[config.mk]
export PLATFORM = sky130hd
export DESIGN_NAME = pfa_front
export DESIGN_NICKNAME = d
export VERILOG_FILES = /design/src/design/page_frame_allocator_refcount_defines.svh /design/src/design/pfa_pkg.sv /design/src/design/pfa_front.sv
export SDC_FILE = /design/constraint.sdc
export NUM_CORES = 1
export LEC_CHECK = 0
export BUFFER_PORTS_ARGS = -buffer_cell sky130_fd_sc_hd__buf_2
export CAP_MARGIN = 20
export CORE_MARGIN = 2
export CORE_UTILIZATION = 45
export CTS_CLUSTER_SIZE = 20
export DETAILED_ROUTE_END_ITERATION = 16
export HOLD_SLACK_MARGIN = 0.08
export PLACE_DENSITY = 0.71
export SYNTH_ARGS = -nofsm -noshare
export SYNTH_HDL_FRONTEND = slang
export SYNTH_SLANG_ARGS = --single-unit
[constraint.sdc]
create_clock -name clock -period 2.6 [get_ports clock]
set_clock_uncertainty 0.15 [all_clocks]
set_input_delay 0.26 -clock clock [delete_from_list [all_inputs] [get_ports clock]]
set_output_delay 0.26 -clock clock [all_outputs]
set_load 0.05 [all_outputs]
[src/design/page_frame_allocator_refcount_defines.svh]
// ---------------------------------------------------------------------------
// Assertion macros for the page frame allocator
// Shared property forms; every use samples on clock and is off in reset.
// ---------------------------------------------------------------------------
`ifndef PAGE_FRAME_ALLOCATOR_REFCOUNT_DEFINES_SVH
`define PAGE_FRAME_ALLOCATOR_REFCOUNT_DEFINES_SVH

// Check that an implication holds in the same cycle
`define PFA_ASSERT_SAME(label, ante, cons, msg) \
   label: assert property (@(posedge clock) disable iff (reset) (ante) |-> (cons)) \
      else $error(msg);

// Check that an implication holds in the next cycle
`define PFA_ASSERT_NEXT(label, ante, cons, msg) \
   label: assert property (@(posedge clock) disable iff (reset) (ante) |=> (cons)) \
      else $error(msg);

`endif

[src/design/pfa_pkg.sv]
// ---------------------------------------------------------------------------
// Page frame allocator package
// Sizes, command and status codes, and the structs shared between the modules.
// ---------------------------------------------------------------------------
package pfa_pkg;

   localparam int NUM_FRAMES = 16384;
   localparam int COUNT_BITS = 8;
   localparam int FRAME_BITS = $clog2(NUM_FRAMES);
   localparam int DEPTH_BITS = $clog2(NUM_FRAMES + 1);
   localparam int CFG_BITS   = 15;
   localparam int CSR_INDEX_BITS = 1;

   localparam logic [COUNT_BITS-1:0] COUNT_MAX = '1;
   localparam logic [DEPTH_BITS-1:0] DEPTH_FULL = DEPTH_BITS'(NUM_FRAMES);

   // Command codes of the request beat
   localparam logic [2:0] CMD_FREE  = 3'd0;
   localparam logic [2:0] CMD_ALLOC = 3'd1;
   localparam logic [2:0] CMD_INC   = 3'd2;
   localparam logic [2:0] CMD_DEC   = 3'd3;
   localparam logic [2:0] CMD_QUERY = 3'd4;
   localparam logic [2:0] CMD_SEED  = 3'd5;

   // Status codes of the response beat
   localparam logic [2:0] ST_OK     = 3'd0;
   localparam logic [2:0] ST_WINDOW = 3'd1;
   localparam logic [2:0] ST_EMPTY  = 3'd2;
   localparam logic [2:0] ST_FULL   = 3'd3;
   localparam logic [2:0] ST_SAT    = 3'd4;

   // Register indexes
   localparam logic [CSR_INDEX_BITS-1:0] CSR_FIRST_USABLE = 1'd0;
   localparam logic [CSR_INDEX_BITS-1:0] CSR_FRAME_LIMIT  = 1'd1;

   typedef enum logic [2:0] {
      OP_FREE,
      OP_ALLOC,
      OP_INC,
      OP_DEC,
      OP_QUERY,
      OP_SEED,
      OP_WINDOW,
      OP_NOP
   } op_kind_type;

   typedef struct packed {
      logic [2:0]            command;
      logic [FRAME_BITS-1:0] frame_index;
   } req_type;

   typedef struct packed {
      logic [2:0]            status;
      logic [FRAME_BITS-1:0] given_frame;
      logic [COUNT_BITS-1:0] ref_count;
      logic [DEPTH_BITS-1:0] free_frames;
      logic                  was_pushed;
   } rsp_type;

   // Classified work item passed from front to back
   typedef struct packed {
      op_kind_type           kind;
      logic [FRAME_BITS-1:0] frame;
   } op_type;

   // Back-end status seen by the front
   typedef struct packed {
      logic clearing;
   } back_status_type;

endpackage

[src/design/pfa_front.sv]
// ---------------------------------------------------------------------------
// Page frame allocator front end
// Holds the window registers, accepts request beats and classifies them.
// ---------------------------------------------------------------------------
module pfa_front
   import pfa_pkg::*;
(
   input  logic                      clock,
   input  logic                      reset,
   input  logic                      req_valid,
   output logic                      req_stall,
   input  req_type                   req_data,
   input  logic                      csr_we,
   input  logic [CSR_INDEX_BITS-1:0] csr_index,
   input  logic [CFG_BITS-1:0]       csr_wdata,
   input  back_status_type           back_status,
   input  logic                      q_full,
   output logic                      q_push,
   output op_type                    q_op
);

   logic [CFG_BITS-1:0] first_usable_ff, first_usable_in;
   logic [CFG_BITS-1:0] frame_limit_ff,  frame_limit_in;
   logic                in_window;
   logic [CFG_BITS-1:0] frame_ext;

   // Update window registers on a write
   always_comb begin
      first_usable_in = first_usable_ff;
      frame_limit_in  = frame_limit_ff;
      if (csr_we) begin
         case (csr_index)
            CSR_FIRST_USABLE: first_usable_in = csr_wdata;
            CSR_FRAME_LIMIT:  frame_limit_in  = csr_wdata;
            default: ;
         endcase
      end
   end

   always_ff @(posedge clock) begin
      if (reset) begin
         first_usable_ff <= '0;
         frame_limit_ff  <= CFG_BITS'(NUM_FRAMES);
      end else begin
         first_usable_ff <= first_usable_in;
         frame_limit_ff  <= frame_limit_in;
      end
   end

   // Hold requests while the queue is full or counts are still being cleared
   assign req_stall = q_full | back_status.clearing;
   assign q_push    = req_valid & ~req_stall;

   // Classify the beat against the window
   assign frame_ext = CFG_BITS'(req_data.frame_index);
   assign in_window = (frame_ext >= first_usable_ff) && (frame_ext < frame_limit_ff);

   always_comb begin
      q_op.frame = req_data.frame_index;
      case (req_data.command)
         CMD_ALLOC: q_op.kind = OP_ALLOC;
         CMD_FREE:  q_op.kind = in_window ? OP_FREE  : OP_WINDOW;
         CMD_INC:   q_op.kind = in_window ? OP_INC   : OP_WINDOW;
         CMD_DEC:   q_op.kind = in_window ? OP_DEC   : OP_WINDOW;
         CMD_QUERY: q_op.kind = in_window ? OP_QUERY : OP_WINDOW;
         CMD_SEED:  q_op.kind = in_window ? OP_SEED  : OP_WINDOW;
         default:   q_op.kind = OP_NOP;
      endcase
   end

endmodule

==> run_results.csv <==
group,metric,value,unit
status,status,"complete, no violations",
timing,worst_pin_slew,0.630,ns
route,first_pass_iters,4,
global_routing,grt_pass1_vias,1699,
cts,path_clk_slew,0.06,ns
yosys,synth-async-reset-ratio,0,%
timing,finalSetupViolCount,0,
hold_path,whs_path_depth,2,
route,wl_per_cell,11.1,um
cts,insertion_delay,0.29,ns
die,die_w,69.1,um
route,wl_met3,159,um
global_routing,grt_max_degree,31,
yosys,synth_edf_count,0,
timing,fin_crit_sh,96.9,%
die,initial_core_util,47.3,%
pwr,p_per_area,510,nW/um^2
timing,clock.fmax,397,MHz
finish,multiInputGateArea,1100,um^2
setup_path,r2r_slack,1.61,ns
global_routing,grt_antenna_before_repair,0,
flow_run,maxCapViolCount,0,
finish,layout-drive-gt1-share,25.9,%
hold_path,hold_class,"in -> reg",
finish,fin_util,61.1,%
setup_path,reg2reg_depth,4,
setup_path,r2r-start,"frame_limit_ff[5]",
finish,seqCellArea,604,um^2
placed_design,port_buffers,57,
route,drc,0,
cts,cts_buffers,5,
die,core,4030,um^2
setup_path,endpoint_kind,"output pin",
setup_path,r2r_end,"frame_limit_ff[5]",
timing,slew_headroom,58.0,%
setup_path,crit_chain,"inv_1, ha_1, and3_4, a221o_1, a31oi_2, o2111a_2, o221ai_1, buf_4",
setup_path,criticalPathCategory,"reg -> out",
pwr,ir_drop,0.000306,V
timing,hold_viol_final,0,
finish,fillers,399,
setup_path,cp_top_family,"compound AO/OA/AOI/OAI gates",
timing,rsz0062_at_grt,"true",
placed_design,gp_congestion,0.806,
die,die-area,4770,um^2
route,ant_nets,0,
yosys,synth_ff_type,"dfxtp_1",
global_routing,grt_usage,18.2,%
route,wl,4070,um
setup_path,arrival,2.11,ns
yosys,seq_area_frac_synth,31.5,%
placed_design,placed_area,2120,um^2
global_routing,grt-ovfl-total,0,
setup_path,start_kind,"register",
die,die_y,69.1,um
yosys,synth_area_leaders,"dfxtp_1, ha_1, nand2_1, a21oi_1, inv_1",
cts,clockBufferDepth,2,
setup_path,crit_fanout,3,
yosys,syn-num-nets,321,
cts,cts_tree,"built",
route,vias_per_cell,4.82,
finish,nets,381,
yosys,synth_cells,255,
setup_path,slowest_stage,"dfxtp_2",
yosys,ys_ff_latch,30,
route,wirelength_met1,1900,um
placed_design,hpwl,3050,um
yosys,ys_warn_count,0,
hold_path,min_to,"first_usable_ff[0]",
route,wl_met2,1960,um
route,num_vias,1764,
global_routing,grt_pass1_wl,7200,um
timing,drv_slew,0,
setup_path,crit_buf_inv,2,
timing,period_needed,2.52,ns
yosys,synth_top_area_cell,"dfxtp_1",
cts,h-tree-depth,2,
die,io_pins,58,
cts,cts_root_buffer,"clkbuf_8",
die,row_count,23,
yosys,synthesis.area,1910,um^2
cts,clock-sinks,30,
yosys,syn_avg_cell_area,7.47,um^2
finish,final_area,2460,um^2
yosys,yosys.area.top_type_share,31.5,%
route,drtIter0Drc,41,
placed_design,pre_cts_ws,0.194,ns
yosys,synth_cell_type_count,31,
setup_path,worstPathRequired,2.19,ns
route,highest_layer,"met4",
timing,fin_ws,0.0817,ns
finish,syn_to_final_growth,29.2,%
finish,insertedDiodeCount,0,
pwr,power.leakage,1.08,nW
hold_path,hold_start,"reset",
setup_path,cp_slowest_stage_delay,0.32,ns
-- timing repair --
item | CTS | global route
setup buffers | 1 | 1
hold endpoints to repair | 27 | 0
cloned | 0 | 0
endpoints found under the setup margin | 3 | 3
hold buffers | 15 | 0
gates resized for setup | 8 | 9
pin swaps | 1 | 3
-- state kept, by name, indices dropped and copies added (netlist names) --
signal           count
first_usable_ff     15
frame_limit_ff      15
-- power by group --
part,switching [mW],internal (mW),leakage (nW)
clock,0.175,0.267,0.0575
sequential,0.0111,0.482,0.247
combinational,0.191,0.129,0.778
-- worst reg2reg max path, cell delays in order (launching register included) --
cell and delay [ns]:
dfxtp_2 0.32, buf_4 0.12, buf_4 0.12, nand2_1 0.06, a21oi_1 0.08
-- metal layers --
layer,track usage (%),up-vias
met1,22.8,786
li1,-,942
met5,0,-
met2,31.1,31
met3,4.24,5
met4,5.23,0
-- worst max-delay path by stage --
stage	startpoint	to	slack, ns	depth (start not counted)
CTS	frame_limit_ff[5]	q_op[15]	0.01	8
floorplan	first_usable_ff[12]	q_op[15]	0.04	6
global route	first_usable_ff[12]	q_op[16]	-0.02	8
global placement	req_data[6]	q_op[14]	0.20	8
detailed placement	req_data[5]	q_op[14]	0.19	8
finish	frame_limit_ff[4]	q_op[15]	0.08	8
-- layout make-up --
type	count	share of cell area, %
inverters	31	4.73
well taps	50	2.54
flip-flops and latches	30	24.5
clock buffers	8	4.47
repair buffers	75	19.1
multi-input cells	172	44.7
-- Yosys cell counts (3+ instances only) --
master    number
a21o_1         3
a21oi_1       37
buf_4         14
clkbuf_1       6
dfxtp_1       30
ha_1          27
inv_1         31
nand2_1       67
nor2_1         5
nor2b_1        5
o21ai_0        5
-- cell families (layout without fill, tap and decap cells) --
family                   Yosys count  after routing  share of synthesized area, %
AND/OR/NAND/NOR                   90             90                          20.3
AO/OA/AOI/OAI                     54             54                          16.5
buffers and inverters             53            114                          13.3
flip-flops                        30             30                          31.5
adder cells (fa/ha/maj)           27             27                          17.7
multiplexers                       1              1                         0.591
-- per-stage QoR --
| stage | std cells | setup TNS, ns | power [mW] | hold WS (ns) |
|---|---|---|---|---|
| after floorplan | 255 | 0 | 0.715 | 0.234 |
| after global placement | 341 | 0 | 0.782 | 0.287 |
| after detailed placement | 341 | 0 | 0.788 | 0.294 |
| after CTS | 365 | 0 | 1.26 | 0.293 |
| after global routing | 366 | -0.0346 | 1.33 | 0.327 |
| final | 366 | 0 | 1.25 | 0.300 |
-- placed cells by master (no fill, tap or decap), types with 2 or more instances in the layout --
cell type      Yosys  final
nand2_1           67     67
buf_2              2     54
a21oi_1           37     37
inv_1             31     30
dfxtp_1           30     27
ha_1              27     25
dlygate4sd3_1      0     15
clkbuf_8           0      8
nor2b_1            5      5
nor2_1             5      5
buf_4             14      5
a21o_1             3      3
o21ai_0            5      3
dfxtp_2            0      3
nand4_1            2      2
a221o_1            2      2
or3_1              2      2
o221ai_1           2      2
ha_4               0      2
No activity file was read; power rests on OpenSTA's default activity.
