--- config.mk ---
export PLATFORM = sky130hd
export DESIGN_NAME = pfa_queue
export DESIGN_NICKNAME = d
export VERILOG_FILES = /design/src/design/page_frame_allocator_refcount_defines.svh /design/src/design/pfa_pkg.sv /design/src/design/pfa_queue.sv
export SDC_FILE = /design/constraint.sdc
export NUM_CORES = 1
export LEC_CHECK = 0
export ABC_AREA = 1
export BUFFER_PORTS_ARGS = -buffer_cell sky130_fd_sc_hd__buf_4
export CORE_AREA = 2 2 61 63
export DETAILED_ROUTE_END_ITERATION = 12
export DIE_AREA = 0 0 63 65
export GPL_TIMING_DRIVEN = 0
export PLACE_DENSITY = 0.77
export SYNTH_ARGS = -nofsm -noshare
export SYNTH_HDL_FRONTEND = slang
export SYNTH_SLANG_ARGS = --single-unit
--- constraint.sdc ---
create_clock -name clock -period 1.2 [get_ports clock]
set_input_delay 0.06 -clock clock [delete_from_list [all_inputs] [get_ports clock]]
set_output_delay 0.06 -clock clock [all_outputs]
set_load 0.05 [all_outputs]
--- src/design/page_frame_allocator_refcount_defines.svh ---
// ---------------------------------------------------------------------------
// Assertion macros for the page frame allocator
// Shared property forms; every use samples on clock and is off in reset.
// ---------------------------------------------------------------------------
`ifndef PAGE_FRAME_ALLOCATOR_REFCOUNT_DEFINES_SVH
`define PAGE_FRAME_ALLOCATOR_REFCOUNT_DEFINES_SVH

// Check that an implication holds in the same cycle
`define PFA_ASSERT_SAME(label, ante, cons, msg) \
   label: assert property (@(posedge clock) disable iff (reset) (ante) |-> (cons)) \
      else $error(msg);

// Check that an implication holds in the next cycle
`define PFA_ASSERT_NEXT(label, ante, cons, msg) \
   label: assert property (@(posedge clock) disable iff (reset) (ante) |=> (cons)) \
      else $error(msg);

`endif

--- src/design/pfa_pkg.sv ---
// ---------------------------------------------------------------------------
// Page frame allocator package
// Sizes, command and status codes, and the structs shared between the modules.
// ---------------------------------------------------------------------------
package pfa_pkg;

   localparam int NUM_FRAMES = 16384;
   localparam int COUNT_BITS = 8;
   localparam int FRAME_BITS = $clog2(NUM_FRAMES);
   localparam int DEPTH_BITS = $clog2(NUM_FRAMES + 1);
   localparam int CFG_BITS   = 15;
   localparam int CSR_INDEX_BITS = 1;

   localparam logic [COUNT_BITS-1:0] COUNT_MAX = '1;
   localparam logic [DEPTH_BITS-1:0] DEPTH_FULL = DEPTH_BITS'(NUM_FRAMES);

   // Command codes of the request beat
   localparam logic [2:0] CMD_FREE  = 3'd0;
   localparam logic [2:0] CMD_ALLOC = 3'd1;
   localparam logic [2:0] CMD_INC   = 3'd2;
   localparam logic [2:0] CMD_DEC   = 3'd3;
   localparam logic [2:0] CMD_QUERY = 3'd4;
   localparam logic [2:0] CMD_SEED  = 3'd5;

   // Status codes of the response beat
   localparam logic [2:0] ST_OK     = 3'd0;
   localparam logic [2:0] ST_WINDOW = 3'd1;
   localparam logic [2:0] ST_EMPTY  = 3'd2;
   localparam logic [2:0] ST_FULL   = 3'd3;
   localparam logic [2:0] ST_SAT    = 3'd4;

   // Register indexes
   localparam logic [CSR_INDEX_BITS-1:0] CSR_FIRST_USABLE = 1'd0;
   localparam logic [CSR_INDEX_BITS-1:0] CSR_FRAME_LIMIT  = 1'd1;

   typedef enum logic [2:0] {
      OP_FREE,
      OP_ALLOC,
      OP_INC,
      OP_DEC,
      OP_QUERY,
      OP_SEED,
      OP_WINDOW,
      OP_NOP
   } op_kind_type;

   typedef struct packed {
      logic [2:0]            command;
      logic [FRAME_BITS-1:0] frame_index;
   } req_type;

   typedef struct packed {
      logic [2:0]            status;
      logic [FRAME_BITS-1:0] given_frame;
      logic [COUNT_BITS-1:0] ref_count;
      logic [DEPTH_BITS-1:0] free_frames;
      logic                  was_pushed;
   } rsp_type;

   // Classified work item passed from front to back
   typedef struct packed {
      op_kind_type           kind;
      logic [FRAME_BITS-1:0] frame;
   } op_type;

   // Back-end status seen by the front
   typedef struct packed {
      logic clearing;
   } back_status_type;

endpackage

--- src/design/pfa_queue.sv ---
// ---------------------------------------------------------------------------
// Page frame allocator work queue
// Two-entry queue of classified items between front and back.
// ---------------------------------------------------------------------------
module pfa_queue
   import pfa_pkg::*;
(
   input  logic   clock,
   input  logic   reset,
   input  logic   push,
   input  op_type push_op,
   input  logic   pop,
   output op_type head_op,
   output logic   full,
   output logic   empty
);

   op_type     slot_ff [2];
   logic       wr_ptr_ff, wr_ptr_in;
   logic       rd_ptr_ff, rd_ptr_in;
   logic [1:0] fill_ff, fill_in;

   // Advance pointers and fill level
   always_comb begin
      wr_ptr_in = wr_ptr_ff ^ push;
      rd_ptr_in = rd_ptr_ff ^ pop;
      fill_in   = fill_ff + {1'b0, push} - {1'b0, pop};
   end

   always_ff @(posedge clock) begin
      if (reset) begin
         wr_ptr_ff <= 1'b0;
         rd_ptr_ff <= 1'b0;
         fill_ff   <= '0;
      end else begin
         wr_ptr_ff <= wr_ptr_in;
         rd_ptr_ff <= rd_ptr_in;
         fill_ff   <= fill_in;
      end
   end

   // Store the pushed item
   always_ff @(posedge clock) begin
      if (push) begin
         slot_ff[wr_ptr_ff] <= push_op;
      end
   end

   assign head_op = slot_ff[rd_ptr_ff];
   assign full    = fill_ff[1];
   assign empty   = (fill_ff == 2'd0);

endmodule

==> results of run 1 <==
[worst max-delay path, delay by kind of cell, from the launching register on]
family / cells / cell delay (ns)
DFF: 1 / 0.35
buffers and inverters: 3 / 0.44
muxes: 1 / 0.30
[power by group through the flow]
stage	combinational (µW)	sequential (µW)	clock, µW
final	981	1570	606
after global routing	1040	1580	684
after CTS	957	1570	631
after detailed placement	713	1600	0
after global placement	696	1590	0
after floorplan	484	1610	0
[layout make-up]
type | count | area share
sequential | 38 | 0.4682
timing repair buffer | 65 | 0.2850
multi-input combinational | 32 | 0.1741
tap | 48 | 0.02548
clock buffer | 6 | 0.01752
buffer | 2 | 0.01486
inverter | 7 | 0.01115
clock inverter | 2 | 0.003716
[Yosys cell counts, drive strengths merged]
master / n / area, µm²
nand3: 1 / 5.000
buf: 2 / 31.28
nor2: 5 / 18.77
mux2: 17 / 225.2
ha: 4 / 50.05
xnor2: 1 / 8.760
nand2: 3 / 11.26
inv: 7 / 26.28
edfxtp: 34 / 1021
dfxtp: 4 / 80.08
a21oi: 1 / 5.000
[sequential cells by signal, summed over array words and instances, names as in the netlist]
| signal | cells |
|---|---|
| rd_ptr_ff | 1 |
| slot_ff | 34 |
| wr_ptr_ff | 1 |
| fill_ff | 2 |
[what timing repair did]
action	in CTS	in global routing
hold endpoints to repair	38	0
buffers inserted	6	0
endpoints found under the setup margin	35	35
resized for setup	46	2
cloned	0	1
hold buffers	19	0
pin swaps	5	2
[metal layers]
layer,track usage,vias up
met5,0,-
met4,0.06667,0
met3,0.05035,6
met2,0.2926,32
met1,0.1379,436
li1,-,431
[through the flow]
step                      instance area, µm²  setup WS (ns)
after floorplan                         1488       0.003214
after CTS                               2318        -0.2911
after detailed placement                1841        -0.2242
after global placement                  1841        -0.1776
after global routing                    2357        -0.3357
final                                   2357        -0.2782
[final timing paths]
path                      end  slack [ns]
hold reg to reg     wr_ptr_ff        0.59
setup / recovery  head_op[10]       -0.28
hold / removal      wr_ptr_ff        0.04
setup reg to reg   fill_ff[1]       -0.04
[cell families (layout without fill, tap and decap cells)]
| kind of cell | count (synthesis) | in the layout |
|---|---|---|
| and+or+nand+nor | 9 | 9 |
| xor gates and xnor gates | 1 | 1 |
| buffers and inverters | 9 | 82 |
| adders and majority gates | 4 | 4 |
| DFF | 38 | 38 |
| muxes | 17 | 17 |
| AOI/OAI and AO/OA | 1 | 1 |
==> impl_results.md, run 1 <==
* CP Class: reg -> out
* Flops & latches, synth at 38
* CTS Root Cell: clkbuf_4
* Worst-Margin Slew at 0.4360 ns
* Largest net degree at the start of global routing at 18
* Max Freq at between 0.6 and 0.7 GHz
* Register area share after synthesis at 0.7426
* Peak VDD IR at 0.0009452 V
* Status: finished with violations
* H-tree Lvls at 2
* Hold_ws at 0.04453 ns
* HP Start: push
* Setup TNS at -4.406 ns
* Final Core Density at 0.6743
* Leakage power at 0.0009554 µW
* Netlist cell types at 13
* Slew headroom at 0.7094
* Reg2Reg Launch Point: fill_ff[0]
* Syn avg cell area at 18.77 µm²
* Core ar. at 3496 µm²
* First drt pass iteration count at 4
* Via-to-Cell Ratio at between 4 and 5
* Die width at approximately 63 µm
* GRT Overall Usage at 0.1494
* Power Density at 1340 nW/µm²
* CTS tree: yes
* Most common cell after layout, fill and taps aside: edfxtp_1
* # IOs at 40
* CP max FO at 6
* Slowest CP cell: dfxtp_2
* Post-route minimum period at 1.478 ns
* Via count at 905
* Tot Pwr at 3159 µW
* Global-route wire length before repair at 4.464 mm
* Top routing layer used: met4
* Die area at 4095 µm²
* Metal2 WL at 1.525 mm
* Int Pwr at ~2200 µW
* Number of max-cap violations at 0
* Non-filler cells, final at 200
* Antenna Nets Post-Route at 0
* Worst path cell trace: buf_8, clkbuf_16, mux2_4, buf_6
* RSZ-0062 raised after global routing: true
* Simple logic cell fraction of the synthesized area at 0.02363
* GRT Residual Overflow at 0
* Fin nets at 176
* Largest family of logic cells by synthesized area: multiplexers
* Initial Util at 0.4241
* R2r worst-path depth at 8
* DRT met1 WL at 1.013 mm
* WL/cell at roughly 14 µm
* Reg clk slew, reported paths at 0.10 ns
* Starting DRT DRC Count at 5
* Final hold vios at 0
* Max incr delay on CP at around 0.35 ns
* Max clock buf depth at 2
* DRC at 0
* Share of cells above drive strength 1 at 0.5592
* Post-synthesis mux area share at 0.1519
* Final WL at 2.729 mm
* Area grow syn2layout at 58.99%
* Initial antenna violation count at 0
* Final setup vio count at 18
* CP Launch Point: rd_ptr_ff
* Compound-Gate Fraction of Synth Area at 0.003376
* Final Skew at 0.009566 ns
* Post-synth design cell area at 1483 µm²
* Failing checks: setup timing
* Fillers at 258
* Post-synthesis instance total at 79
* WL met3 at 139 µm
* Number of global-route vias before repair at 1020
* WHS Path Cells at 3
* Port Buf Inserts at 39
* Sw Pwr at 923.6 µW
* Commonest cells after routing, fill and taps aside: 34 x edfxtp_1, 26 x buf_4, 19 x dlygate4sd3_1, 17 x mux2_4
* Comb power frac at 0.311
* Worst setup EP type: output port
* Yosys warnings at 0
* Fin crit share at 1.232
* Die H at 65 µm
* Synthesized Nets at about 100
* Post-Synth Adder-Cell Area at 0.03376
* Post-Place Cells at between 150 and 200
* Startpoint Class: flip-flop
* FF+latch area at 1104 µm²
* Total CTS buffers at 5
* XOR/XNOR share of the synthesized area at 0.005907
* Antenna cells at 0
* Clock Sinks at 38
* Sequential fraction of design power at 0.498
* Site Rows at 22
* DP HPWL at about 1.6 mm
* Hold Crit Class: in -> reg
* Multi-input gate area at 410.4 µm²
* Required time worst endpoint at 1.14 ns
* Pins over their slew limit at 0
* Post-route setup slack at -0.2782 ns
* Critical path arrival at 1.42 ns
* Worst skew pair latency at 0.34 ns
* RD Place Congestion at about 0.65
* Clock power share at 0.192
* Sw frac at 0.2924
Note: power is estimated with default switching activity, not from simulation.
==> run 2: changes to the inputs <==
--- a/config.mk
+++ b/config.mk
@@ -12,6 +12,7 @@
 export DIE_AREA = 0 0 63 65
 export GPL_TIMING_DRIVEN = 0
 export PLACE_DENSITY = 0.77
+export RECOVER_POWER = 50
 export SYNTH_ARGS = -nofsm -noshare
 export SYNTH_HDL_FRONTEND = slang
 export SYNTH_SLANG_ARGS = --single-unit
==> impl_results.md, run 2 (same netlist as run 1, synthesis figures left out) <==
* Area grow syn2layout at 57.81%
* Setup TNS at -4.387 ns
* CP Class: reg -> out
* Final setup vio count at 18
* Total CTS buffers at 5
* Non-filler cells, final at 200
* Via count at between 900 and 1000
* Leakage power at 0.0009433 µW
* Number of global-route vias before repair at 1020
* DP HPWL at 1.594 mm
* Most common cell after layout, fill and taps aside: edfxtp_1
* Worst skew pair latency at 0.34 ns
* Hold_ws at 0.07405 ns
* Hold Crit Class: in -> reg
* Place WS at -0.2242 ns
* CTS Root Cell: clkbuf_4
* Slew headroom at 0.7046
* Post-route minimum period at 1.477 ns
* Power Density at 1344 nW/µm²
* Largest regs: slot_ff: 34 flops, fill_ff: 2 flops
* CTS tree: yes
* CP max FO at 6
* Site Rows at 22
* Worst-Margin Slew at 0.4432 ns
* DRC at 0
* Clock Sinks at 38
* Reg clk slew, reported paths at about 0.1 ns
* RD Place Congestion at around 0.65
* GRT Residual Overflow at 0
* Final WL at around 2.7 mm
* Share of cells above drive strength 1 at 0.5461
* Commonest cells after routing, fill and taps aside: 34 x edfxtp_1, 20 x clkbuf_4, 19 x dlygate4sd3_1, 17 x mux2_4
* Largest net degree at the start of global routing at 18
* Port Buf Inserts at 39
* Post-Place Cells at 166
* First drt pass iteration count at 4
* Initial Util at 0.4241
* Startpoint Class: flip-flop
* Global-route wire length before repair at 4.464 mm
* Pins over their slew limit at 0
* H-tree Lvls at 2
* Final Skew at 0.009652 ns
* R2R setup slack at -0.04 ns
* Die area at 4095 µm²
* Core ar. at between 3000 and 4000 µm²
* RSZ-0062 raised after global routing: true
* Worst setup EP type: output port
* Fin crit share at 1.231
* Critical path arrival at 1.42 ns
* Max clock buf depth at 2
* Required time worst endpoint at 1.14 ns
* Starting DRT DRC Count at 2
* Dpl cell area at 1841 µm²
* Number of max-cap violations at 0
* Die H at roughly 65 µm
* Post-route setup slack at -0.2772 ns
* GRT Overall Usage at 0.1494
* Failing checks: setup timing
* Die width at ~63 µm
* Max Freq at roughly 0.68 GHz
* Via-to-Cell Ratio at 4.520
* Max reg flops at 34
* Top reg by flops: slot_ff
* # IOs at 40
* Finished layout cell area at 2340 µm²
* WL/cell at 13.50 µm
* Antenna cells at 0
* Initial antenna violation count at 0
* Peak VDD IR at 0.0009409 V
* Final hold vios at 0
* Status: finished with violations
* Antenna Nets Post-Route at 0
* Fin nets at 176
==> run 2: final timing paths <==
check,cells past startpoint,end,startpoint
hold reg to reg,3,wr_ptr_ff,wr_ptr_ff
setup / recovery,4,head_op[10],rd_ptr_ff
hold / removal,3,wr_ptr_ff,push
setup reg to reg,8,fill_ff[1],fill_ff[0]
==> run 2: critical path, stage by stage, from the launching register on <==
cell and delay [ns]:
dfxtp_2 0.35, buf_8 0.14, clkbuf_16 0.15, mux2_4 0.30, buf_6 0.15
==> run 2: cell type report <==
cell class              count  area, µm²
well taps                  48      60.06
flip-flops and latches     38       1104
plain buffers               2      35.03
inverters                   7      26.28
clock buffers               6      41.29
multi-input cells          32      400.4
fillers                   261       1156
repair buffers             65      664.4
clock inverters             2      8.758
==> run 2: timing repair <==
item / in CTS / in global routing
gates resized for setup: 46 / 2
endpoints found under the setup margin: 35 / 35
hold buffers: 19 / 0
gates cloned: 0 / 1
hold endpoints to repair: 38 / 0
buffers inserted: 6 / 0
pin swaps: 5 / 2
==> run 2: power breakdown <==
| part | internal, µW | switching, µW |
|---|---|---|
| sequential | 1540 | 33.3 |
| clock | 220 | 383 |
| combinational | 467 | 501 |
| total | 2230 | 918 |
==> run 2: metrics by stage <==
step / utilization / total power, µW
after floorplan: - / 2091
after CTS: 0.6632 / 3159
after global routing: 0.6693 / 3284
after global placement: 0.5265 / 2286
final: 0.6693 / 3144
after detailed placement: 0.5265 / 2311
==> run 2: per-layer routing <==
layer	vias to the layer above	GRT usage	share of wire
met4	0	0.06667	0.019
met5	-	0	0
met3	6	0.05035	0.047
met2	32	0.2926	0.56
li1	433	-	-
met1	433	0.1379	0.37
